--- src/assert_macros.svh ---
// Assertion macros shared by the bar-graph scan-out RTL.
// Expects signals named clk and arst_n in the scope of use.
`ifndef ASSERT_MACROS_SVH
`define ASSERT_MACROS_SVH

// Checked on every clock edge once reset is released.
`define SBFS_ASSERT(lbl, prop, msg) \
	lbl: assert property (@(posedge clk) disable iff (!arst_n) prop) else $error(msg);

// Checked on every clock edge, reset included.
`define SBFS_ASSERT_ALWAYS(lbl, prop, msg) \
	lbl: assert property (@(posedge clk) prop) else $error(msg);

`endif

--- src/sbfs_pkg.sv ---
// Package for the bar-graph frame store scan-out: geometry, codes,
// request/result structs and the thermometer encoder. No dependencies.
package sbfs_pkg;

	localparam int COLUMNS = 128;
	localparam int PAGES   = 8;

	localparam int COL_W  = $clog2(COLUMNS);
	localparam int ROW_W  = COL_W + 1;          // {buffer, column}
	localparam int ROWS   = 2 ** ROW_W;
	localparam int PAGE_W = $clog2(PAGES);
	localparam int POS_W  = 8;
	localparam int LINE_W = 8 * PAGES;          // one column across all pages

	// request command codes
	localparam logic [1:0] CMD_DRAW    = 2'd0;
	localparam logic [1:0] CMD_REFRESH = 2'd1;
	localparam logic [1:0] CMD_TICK    = 2'd2;

	// positions inside one page of the stream
	localparam logic [POS_W-1:0] POS_PAGE_CMD = 8'd0;
	localparam logic [POS_W-1:0] POS_COL_LO   = 8'd1;
	localparam logic [POS_W-1:0] POS_COL_HI   = 8'd2;
	localparam logic [POS_W-1:0] POS_LAST     = POS_W'(COLUMNS + 2);

	localparam logic [7:0] PANEL_PAGE_BASE = 8'hB0;
	localparam logic [7:0] PANEL_COL_HI    = 8'h10;

	typedef struct packed {
		logic [1:0] command;
		logic       buffer_select;
		logic [6:0] column;
		logic [7:0] amplitude;
	} req_t;

	typedef struct packed {
		logic       is_data;
		logic [7:0] byte_value;
		logic       page_end;
		logic       frame_end;
	} rsp_t;

	// one emitted byte as decided by the scan sequencer
	typedef struct packed {
		logic              valid;
		logic              is_data;
		logic [7:0]        cmd_byte;
		logic [PAGE_W-1:0] page;
		logic [ROW_W-1:0]  row;
		logic              page_end;
		logic              frame_end;
	} scan_req_t;

	// rows 0..amp lit for amp < 64, blank otherwise
	function automatic logic [LINE_W-1:0] thermometer(input logic [7:0] amp);
		logic [LINE_W-1:0] bits;
		bits = ~({{(LINE_W-1){1'b1}}, 1'b0} << amp[5:0]);
		if (amp[7:6] != 2'b00) begin
			bits = '0;
		end
		return bits;
	endfunction

endpackage

--- src/sbfs_scan.sv ---
// Scan sequencer: walks pages, command bytes and reversed columns on ticks.
// Uses sbfs_pkg and assert_macros.svh.
`include "assert_macros.svh"

module sbfs_scan (
	input  logic                  clk,
	input  logic                  arst_n,
	input  logic                  item_vld,
	input  logic [1:0]            command,
	input  logic                  buffer_select,
	input  logic [7:0]            column_offset,
	output sbfs_pkg::scan_req_t   scan
);
	import sbfs_pkg::*;

	logic              active_q;
	logic              buffer_q;
	logic [PAGE_W-1:0] page_q;
	logic [POS_W-1:0]  pos_q;

	logic              tick;
	logic              last_page;
	logic [POS_W:0]    col_diff;

	assign tick      = item_vld && (command == CMD_TICK) && active_q;
	assign last_page = (page_q == PAGE_W'(PAGES - 1));
	// data position p maps to column COLUMNS+2-p
	assign col_diff  = (POS_W+1)'(COLUMNS + 2) - {1'b0, pos_q};

	always_comb begin
		scan.valid     = tick;
		scan.page      = page_q;
		scan.row       = {buffer_q, col_diff[COL_W-1:0]};
		scan.is_data   = 1'b0;
		scan.page_end  = 1'b0;
		scan.frame_end = 1'b0;
		case (pos_q)
			POS_PAGE_CMD: scan.cmd_byte = PANEL_PAGE_BASE + 8'(page_q);
			POS_COL_LO:   scan.cmd_byte = {4'h0, column_offset[3:0]};
			POS_COL_HI:   scan.cmd_byte = PANEL_COL_HI | {4'h0, column_offset[7:4]};
			default: begin
				scan.cmd_byte  = '0;
				scan.is_data   = 1'b1;
				scan.page_end  = (pos_q >= POS_LAST);
				scan.frame_end = (pos_q >= POS_LAST) && last_page;
			end
		endcase
	end

	always_ff @(posedge clk or negedge arst_n) begin
		if (!arst_n) begin
			active_q <= 1'b0;
			buffer_q <= 1'b0;
			page_q   <= '0;
			pos_q    <= '0;
		end else if (item_vld && command == CMD_REFRESH) begin
			active_q <= 1'b1;
			buffer_q <= buffer_select;
			page_q   <= '0;
			pos_q    <= '0;
		end else if (tick) begin
			if (scan.page_end) begin
				pos_q <= '0;
				if (scan.frame_end) begin
					active_q <= 1'b0;
					page_q   <= '0;
				end else begin
					page_q <= page_q + 1'b1;
				end
			end else begin
				pos_q <= pos_q + 1'b1;
			end
		end
	end

	`SBFS_ASSERT_ALWAYS(a_idle_at_origin, !active_q |-> (page_q == '0 && pos_q == '0), "idle scan not parked at page 0 position 0")
	`SBFS_ASSERT(a_pos_in_range, pos_q <= POS_LAST, "scan position past last data byte")

endmodule

--- config.mk ---
export PLATFORM = sky130hd
export DESIGN_NAME = sbfs_scan
export DESIGN_NICKNAME = d
export VERILOG_FILES = /design/src/sbfs_pkg.sv /design/src/sbfs_scan.sv
export VERILOG_INCLUDE_DIRS = /design/src /design/src/src
export SDC_FILE = /design/constraint.sdc
export NUM_CORES = 1
export LEC_CHECK = 0
export BUFFER_PORTS_ARGS = -buffer_cell sky130_fd_sc_hd__buf_2
export CAP_MARGIN = 40
export CELL_PAD_IN_SITES_DETAIL_PLACEMENT = 0
export CELL_PAD_IN_SITES_GLOBAL_PLACEMENT = 1
export CORE_MARGIN = 2
export CORE_UTILIZATION = 25
export CTS_CLUSTER_SIZE = 25
export DETAILED_ROUTE_END_ITERATION = 8
export PLACE_DENSITY_LB_ADDON = 0.1
export REMOVE_ABC_BUFFERS = 1
export SLEW_MARGIN = 20
export SYNTH_ARGS = -nofsm -noshare
export SYNTH_HDL_FRONTEND = slang
export SYNTH_SLANG_ARGS = --single-unit
--- constraint.sdc ---
create_clock -name clk -period 3.2 [get_ports clk]
set_clock_uncertainty 0.15 [all_clocks]
set_input_delay 0.64 -clock clk [delete_from_list [all_inputs] [get_ports clk]]
set_output_delay 0.64 -clock clk [all_outputs]
set_load 0.01 [all_outputs]
==> impl_metrics.json, run 1 <==
{
  "synth_edf_count": 0,
  "core.rowCount": 23,
  "power_density_mw_per_mm2": 459,
  "async_reset_ff_frac": 1.00,
  "crit_fanout": 9,
  "cts_resized": 0,
  "htreeDepth": 1,
  "period_needed_ps": 3050,
  "stdcell_count": 186,
  "grt_pass1_vias": 790,
  "avgRoutedWirePerCell_um": 14.0,
  "finalNetCount": 157,
  "drc": 0,
  "hold_class": "input pin to async pin",
  "hold_buffers": 0,
  "gp_congestion": 0.737,
  "clkTransAtPathRegs_ps": 60,
  "post-route-period-util": 0.952,
  "cp.arrival_ps": 2260,
  "vias": 870,
  "num_antenna_cells": 0,
  "worstPathRequired_ps": 2410,
  "worstSetupStartpointType": "register",
  "fin_ws_ps": 155,
  "synthTopCellsByArea": "dfrtp_1 32%, ha_1 7.4%, nor4b_2 4.4%, xor2_1 4.3%, nor2_1 4.0%",
  "route.antenna.remaining_nets": 0,
  "synth.most_common_cell": "dfrtp_1",
  "ios": 37,
  "maxSlewViolCount": 0,
  "grt_pass1_wl_um": 4080,
  "cts_root_buf": "clkbuf_8",
  "ir_worst_vdd_mv": 0.172,
  "p_sw_mw": 0.205,
  "place_inst": 182,
  "antenna_found_initial": 0,
  "ys_seq_area_frac": 0.319,
  "start_util": 0.257,
  "status": "finished, final reports clean",
  "routed_wl_um": 2610,
  "synth_area_per_cell_sq_um": 9.45,
  "syn_area_sq_mm": 0.00102,
  "syn_inst": 108,
  "tns_ps": 0,
  "cts_buffers": 3,
  "setup_viol": 0,
  "grt_usage": 0.124,
  "cts_tree": "yes",
  "hold_viol_final": 0,
  "yosysTopAreaCell": "dfrtp_1",
  "grt_max_degree": 14,
  "p_int_mw": 0.359,
  "post-place-ws_ps": 457,
  "rsz0062_at_grt": "no",
  "clk_latency_ps": 250,
  "drv_cap": 0,
  "die_x_um": 67.9,
  "drt-initial-drc-count": 28,
  "power_frac_seq": 0.338,
  "synthDistinctLibCells": 38,
  "die_y_um": 67.9,
  "via_per_inst": 4.68,
  "synth_ff_type": "dfrtp_1",
  "leakagePower_nw": 0.634,
  "combPwrFrac": 0.391,
  "worstSetupEndpointType": "primary output",
  "cts_sinks": 13,
  "clock_path_buffers": 2,
  "cts_setup_buffers": 0,
  "swShare": 0.363,
  "clock_power_share": 0.271,
  "critPathKind": "register to primary output",
  "overflow": 0,
  "portBuffers": 35,
  "max_freq_mhz": 328,
  "ys_ff_latch": 13,
  "dr.pass1.iters": 4,
  "synth_common_cells": "13 x dfrtp_1, 11 x nor2_1, 10 x nand2_1, 6 x ha_1",
  "yosysTopAreaCellShare": 0.319,
  "drive_above_1_share": 0.368,
  "dpl.hpwl_um": 1980,
  "area_delta_synth_final_pct": 20.2,
  "core_area_sq_mm": 0.00397,
  "die-area_sq_mm": 0.00461,
  "ys.warnings.count": 0
}
-- layout make-up --
class                      count  area (sq um)
clock buffer                   4          45.0
fill                         458          2740
inverter                       6          22.5
multi-input combinational     78           597
sequential                    13           325
tap                           50          62.6
timing repair buffer          35           175
-- final timing paths --
kind                                              end                  from  cells past startpoint  slack [ps]
min in group clk                 buffer_q$_DFFE_PN0P_  buffer_q$_DFFE_PN0P_                      2         330
worst max-delay path                         scan[14]  pos_q[2]$_DFFE_PN0P_                      5         150
worst min register to register   buffer_q$_DFFE_PN0P_  buffer_q$_DFFE_PN0P_                      2         330
worst min-delay path             pos_q[1]$_DFFE_PN0P_                arst_n                      1         140
max in group asynchronous        pos_q[4]$_DFFE_PN0P_                arst_n                      1        2500
worst max register to register  page_q[0]$_DFFE_PN0P_  pos_q[2]$_DFFE_PN0P_                      5        1010
-- worst max-delay path, stage by stage (launching register included) --
cell     delay [ps]
dfrtp_1         480
or4_4           650
nor4b_2         490
a22oi_1         160
nand2_1          90
buf_2           120
-- state kept, by name, indices dropped and copies added, names as in the netlist --
register	flops
buffer_q	1
active_q	1
pos_q	8
page_q	3
-- power groups by stage --
| stage | combinational (mW) | clock (mW) | sequential [mW] |
|---|---|---|---|
| floorplan | 0.136 | 0 | 0.192 |
| CTS | 0.224 | 0.160 | 0.190 |
| global route | 0.251 | 0.168 | 0.193 |
| detailed placement | 0.223 | 0 | 0.193 |
| finish | 0.220 | 0.153 | 0.190 |
| global placement | 0.224 | 0 | 0.193 |
-- cell usage in the layout (no fill, tap or decap), types with 4 or more instances in the layout --
cell	synthesis	final
nor4_1	4	4
xor2_1	5	5
buf_2	1	35
xnor2_1	4	4
dfrtp_1	13	13
a22o_1	4	4
ha_1	6	6
inv_1	4	4
nand2_1	10	10
nor2_1	11	11
-- routing by layer --
layer,vias to the layer above,track usage,part of all wire
li1,434,-,-
met1,408,0.164,0.47
met2,23,0.189,0.45
met3,5,0.0247,0.056
met4,0,0.0675,0.022
met5,-,0,0
-- kinds of logic (layout without fill, tap and decap cells) --
logic type	count (synthesis)	after routing	synth area share
XOR/XNOR	9	9	0.0772
flip-flops	13	13	0.319
multiplexers	3	3	0.0319
buffers and inverters	17	45	0.0968
adder cells (fa/ha/maj)	6	6	0.0735
AND/OR/NAND/NOR	41	41	0.239
AO/OA/AOI/OAI	18	18	0.159
other	1	1	0.00367
-- through the flow --
step | instance area (sq um) | total power, mW | hold WS, ps | util
floorplan | 945 | 0.328 | 194 | -
global placement | 1180 | 0.417 | 305 | 0.298
detailed placement | 1180 | 0.416 | 312 | 0.298
CTS | 1230 | 0.574 | 146 | 0.309
global route | 1230 | 0.613 | 153 | 0.309
finish | 1230 | 0.563 | 141 | 0.309
(Power assumes the default switching activity.)
==> run 2, diff against run 1 <==
--- a/config.mk
+++ b/config.mk
@@ -14,6 +14,7 @@
 export CORE_UTILIZATION = 25
 export CTS_CLUSTER_SIZE = 25
 export DETAILED_ROUTE_END_ITERATION = 8
+export MAX_ROUTING_LAYER = met4
 export PLACE_DENSITY_LB_ADDON = 0.1
 export REMOVE_ABC_BUFFERS = 1
 export SLEW_MARGIN = 20
==> impl_metrics.json, run 2 (synthesized netlist as in run 1, its figures left out) <==
{
  "setup_viol": 0,
  "drt-initial-drc-count": 28,
  "core.rowCount": 23,
  "via_per_inst": 4.72,
  "final_area_sq_mm": 0.00123,
  "dr.pass1.iters": 4,
  "cts_setup_buffers": 0,
  "post-route-period-util": 0.952,
  "die_y_um": 67.9,
  "slowest_delay_ps": 650,
  "die_x_um": 67.9,
  "drc": 0,
  "vias": 878,
  "maxSlewViolCount": 0,
  "clk_latency_ps": 250,
  "grt_usage": 0.128,
  "critPathKind": "register to primary output",
  "cts_buffers": 3,
  "crit_fanout": 9,
  "dpl-instance-area_sq_mm": 0.00118,
  "grt_max_degree": 14,
  "r2r_start": "pos_q[2]$_DFFE_PN0P_",
  "hold_viol_final": 0,
  "largest_register_ffs": 8,
  "core_area_sq_mm": 0.00397,
  "layout_common_cells": "35 x buf_2, 13 x dfrtp_1, 11 x nor2_1",
  "area_delta_synth_final_pct": 20.2,
  "hold_buffers": 0,
  "cts_resized": 0,
  "final_common_cell": "buf_2",
  "ios": 37,
  "cpMaxStageDelayCell": "or4_4",
  "regMostFlops": "pos_q",
  "portBuffers": 35,
  "period_needed_ps": 3050,
  "status": "finished, final reports clean",
  "drive_above_1_share": 0.368,
  "hold_class": "input pin to async pin",
  "ir_worst_vdd_mv": 0.173,
  "max_freq_mhz": 328,
  "path_cells": "or4_4 > nor4b_2 > a22oi_1 > nand2_1 > buf_2",
  "gp_congestion": 0.746,
  "rsz0062_at_grt": "no",
  "clkTransAtPathRegs_ps": 60,
  "grt_pass1_vias": 790,
  "overflow": 0,
  "die-area_sq_mm": 0.00461,
  "tns_ps": 0,
  "critPathLaunch": "pos_q[2]$_DFFE_PN0P_",
  "routed_wl_um": 2620,
  "cts_tree": "yes",
  "cts_root_buf": "clkbuf_8",
  "largestRegisters": "pos_q: 8 flops, page_q: 3 flops",
  "htreeDepth": 1,
  "holdWs_ps": 142,
  "avgRoutedWirePerCell_um": 14.1,
  "grt_pass1_wl_um": 4080,
  "drv_cap": 0,
  "cts_sinks": 13,
  "route.antenna.remaining_nets": 0,
  "finalNetCount": 157,
  "num_antenna_cells": 0,
  "power_density_mw_per_mm2": 459,
  "cp.arrival_ps": 2260,
  "leakagePower_nw": 0.634,
  "worstSetupEndpointType": "primary output",
  "clock_path_buffers": 2,
  "fin_util": 0.309,
  "dpl.hpwl_um": 1980,
  "worstSetupStartpointType": "register",
  "worstPathRequired_ps": 2410,
  "antenna_found_initial": 0,
  "start_util": 0.257
}
-- run 2: cell counts in the layout (fill, tap and decap cells not counted) --
Identical to the previous run, type by type.
-- run 2: path summary, 6_finish.rpt --
kind | to | slack, ps | cells past startpoint
setup / recovery | scan[14] | 150 | 5
hold / removal | pos_q[2]$_DFFE_PN0P_ | 140 | 1
setup reg to reg | page_q[0]$_DFFE_PN0P_ | 1010 | 5
hold reg to reg | buffer_q$_DFFE_PN0P_ | 330 | 2
max in group asynchronous | pos_q[4]$_DFFE_PN0P_ | 2500 | 1
min in group clk | buffer_q$_DFFE_PN0P_ | 330 | 2
-- run 2: worst max-delay path, delay by kind of cell, from the launching register on --
family	cells	cell delay, ps
simple gates	3	1230
flops	1	480
compound gates	1	160
buf+inv	1	120
-- run 2: routing by layer --
layer	vias to the layer above	share of wire	wire, um	GRT usage
met5	-	0	0	-
met4	0	0.022	58	0.0675
met3	5	0.055	144	0.0247
met2	23	0.44	1150	0.189
met1	416	0.48	1270	0.164
li1	434	-	-	-
-- run 2: where the power goes --
group	internal (mW)	switching, mW	total (mW)
clock network	0.0883	0.0649	0.153
registers	0.174	0.0166	0.190
logic	0.0966	0.123	0.220
-- run 2: through the flow --
stage          instances  power, mW  setup slack, ps
2_1_floorplan         97      0.328              434
3_3_place_gp         182      0.417              456
3_5_place_dp         182      0.416              457
4_1_cts              186      0.574              165
5_1_grt              186      0.613             13.2
6_report             186      0.564              154
-- run 2: cell type report --
cell class              instances  area (sq um)
clock buffers                   4          45.0
repair buffers                 35           175
fillers                       458          2740
multi-input cells              78           597
flip-flops and latches         13           325
well taps                      50          62.6
inverters                       6          22.5
==> run 3, diff against run 2 <==
--- a/config.mk
+++ b/config.mk
@@ -6,6 +6,7 @@
 export SDC_FILE = /design/constraint.sdc
 export NUM_CORES = 1
 export LEC_CHECK = 0
+export ABC_AREA = 1
 export BUFFER_PORTS_ARGS = -buffer_cell sky130_fd_sc_hd__buf_2
 export CAP_MARGIN = 40
 export CELL_PAD_IN_SITES_DETAIL_PLACEMENT = 0
@@ -21,3 +22,4 @@
 export SYNTH_ARGS = -nofsm -noshare
 export SYNTH_HDL_FRONTEND = slang
 export SYNTH_SLANG_ARGS = --single-unit
+export TNS_END_PERCENT = 30
==> impl_metrics.json, run 3 <==
{
  "route.antenna.remaining_nets": 0,
  "cp.arrival_ps": 1600,
  "die_x_um": 69.8,
  "drive_above_1_share": 0.368,
  "grt_pass1_vias": 904,
  "path_buf_inv": 3,
  "setup_viol": 0,
  "critPathKind": "register to primary output",
  "async_reset_ff_frac": 1.00,
  "slowest_delay_ps": 430,
  "leakagePower_nw": 0.738,
  "synth.most_common_cell": "nand2_1",
  "status": "finished, final reports clean",
  "yosysTopAreaCellShare": 0.301,
  "htreeDepth": 1,
  "cts_resized": 0,
  "path_cells": "inv_1 > ha_1 > nor2_1 > nand2_2 > nand3_1 > inv_1 > buf_2",
  "cts_tree": "yes",
  "ys_seq_area_frac": 0.301,
  "gp_congestion": 0.719,
  "dr.pass1.iters": 4,
  "yosysTopAreaCell": "dfrtp_1",
  "die-area_sq_mm": 0.00487,
  "synth_edf_count": 0,
  "drc": 0,
  "core_area_sq_mm": 0.00409,
  "critPathLaunch": "pos_q[0]$_DFFE_PN0P_",
  "post-route-period-util": 0.746,
  "ys.warnings.count": 0,
  "crit_fanout": 6,
  "cts_sinks": 13,
  "area_delta_synth_final_pct": 20.3,
  "finalNetCount": 195,
  "layout_common_cells": "35 x nand2_1, 35 x buf_2, 14 x inv_1",
  "worstPathRequired_ps": 2410,
  "regMostFlops": "pos_q",
  "power_density_mw_per_mm2": 727,
  "cts_root_buf": "clkbuf_8",
  "largest_register_ffs": 8,
  "clk_latency_ps": 240,
  "cts_setup_buffers": 0,
  "synthTopCellsByArea": "dfrtp_1 30%, nand2_1 12%, ha_1 6.9%, xor2_1 5.7%, nand3_1 5.1%",
  "drv_cap": 0,
  "synth_area_per_cell_sq_um": 7.61,
  "synth_common_cells": "35 x nand2_1, 14 x inv_1, 13 x dfrtp_1, 11 x nand3_1, 9 x nor2_1",
  "maxSlewViolCount": 0,
  "fill_cells": 454,
  "dpl.hpwl_um": 2020,
  "ios": 37,
  "worstSetupEndpointType": "primary output",
  "synth_ff_type": "dfrtp_1",
  "die_y_um": 69.8,
  "fin_util": 0.318,
  "routed_wl_um": 2490,
  "num_antenna_cells": 0,
  "vias": 931,
  "overflow": 0,
  "rsz0062_at_grt": "no",
  "cts_buffers": 3,
  "max_freq_mhz": 419,
  "r2r_start": "pos_q[0]$_DFFE_PN0P_",
  "hold_viol_final": 0,
  "antenna_found_initial": 0,
  "core.rowCount": 23,
  "met3_length_um": 84,
  "avgRoutedWirePerCell_um": 11.1,
  "syn_area_sq_mm": 0.00108,
  "period_needed_ps": 2390,
  "clkTransAtPathRegs_ps": 60,
  "worstSetupStartpointType": "register",
  "wl_met2_um": 1180,
  "clock_path_buffers": 2,
  "largestRegisters": "pos_q: 8 flops, page_q: 3 flops",
  "ir_worst_vdd_mv": 0.200,
  "drt-initial-drc-count": 33,
  "portBuffers": 35,
  "hold_buffers": 0,
  "grt_pass1_wl_um": 4280,
  "cp_common_cell": "inv_1",
  "start_util": 0.265,
  "highest_layer": "met4",
  "critical-path-top-delay-family": "flip-flops",
  "synthDistinctLibCells": 27,
  "ys_ff_latch": 13,
  "wl_met1_um": 1200,
  "tns_ps": 0,
  "syn_inst": 142,
  "grt_max_degree": 14,
  "cpMaxStageDelayCell": "dfrtp_1",
  "hold_class": "input pin to async pin",
  "via_per_inst": 4.16,
  "grt_usage": 0.113
}
==> run 3: final timing paths <==
kind / endpoint / slack (ps) / depth (start not counted)
worst max-delay path: scan[0] / 810 / 7
worst min-delay path: active_q$_DFFE_PN0P_ / 140 / 1
worst max register to register: page_q[1]$_DFFE_PN0P_ / 1580 / 7
worst min register to register: buffer_q$_DFFE_PN0P_ / 320 / 2
max in group asynchronous: pos_q[5]$_DFFE_PN0P_ / 2520 / 1
min in group clk: buffer_q$_DFFE_PN0P_ / 320 / 2
==> run 3: layer usage <==
| metal | vias up | track usage |
|---|---|---|
| li1 | 500 | - |
| met1 | 413 | 0.142 |
| met2 | 16 | 0.181 |
| met3 | 2 | 0.0116 |
| met4 | 0 | 0.0513 |
| met5 | - | - |
==> run 3: metrics by stage <==
step                std cells  instance area (sq um)  worst slack, ps  power (mW)  hold WS [ps]
floorplan                 135                   1020             1060       0.602           194
global placement          220                   1250             1040       0.816           310
detailed placement        220                   1250             1070       0.812           315
CTS                       224                   1300              790       0.969           144
global route              224                   1300              635        1.05           148
finish                    224                   1300              813       0.946           137
==> run 3: report_power, final <==
part,internal (mW),switching (mW)
logic,0.213,0.329
clock network,0.0880,0.0606
registers,0.205,0.0504
==> run 3: cells by family after synthesis <==
logic type / synth area share
flops: 0.301
buf+inv: 0.127
fa+ha+maj: 0.0694
other cells: 0.00347
xor+xnor: 0.0567
simple gates: 0.396
compound gates: 0.0463
==> run 3: cell type report <==
| cell class | count | area, sq um | share of cell area |
|---|---|---|---|
| Multi-Input combinational cell | 103 | 618 | 0.475 |
| Sequential cell | 13 | 325 | 0.250 |
| Timing Repair Buffer | 35 | 175 | 0.135 |
| Inverter | 19 | 73.8 | 0.0568 |
| Tap cell | 50 | 62.6 | 0.0481 |
| Clock buffer | 4 | 45.0 | 0.0346 |
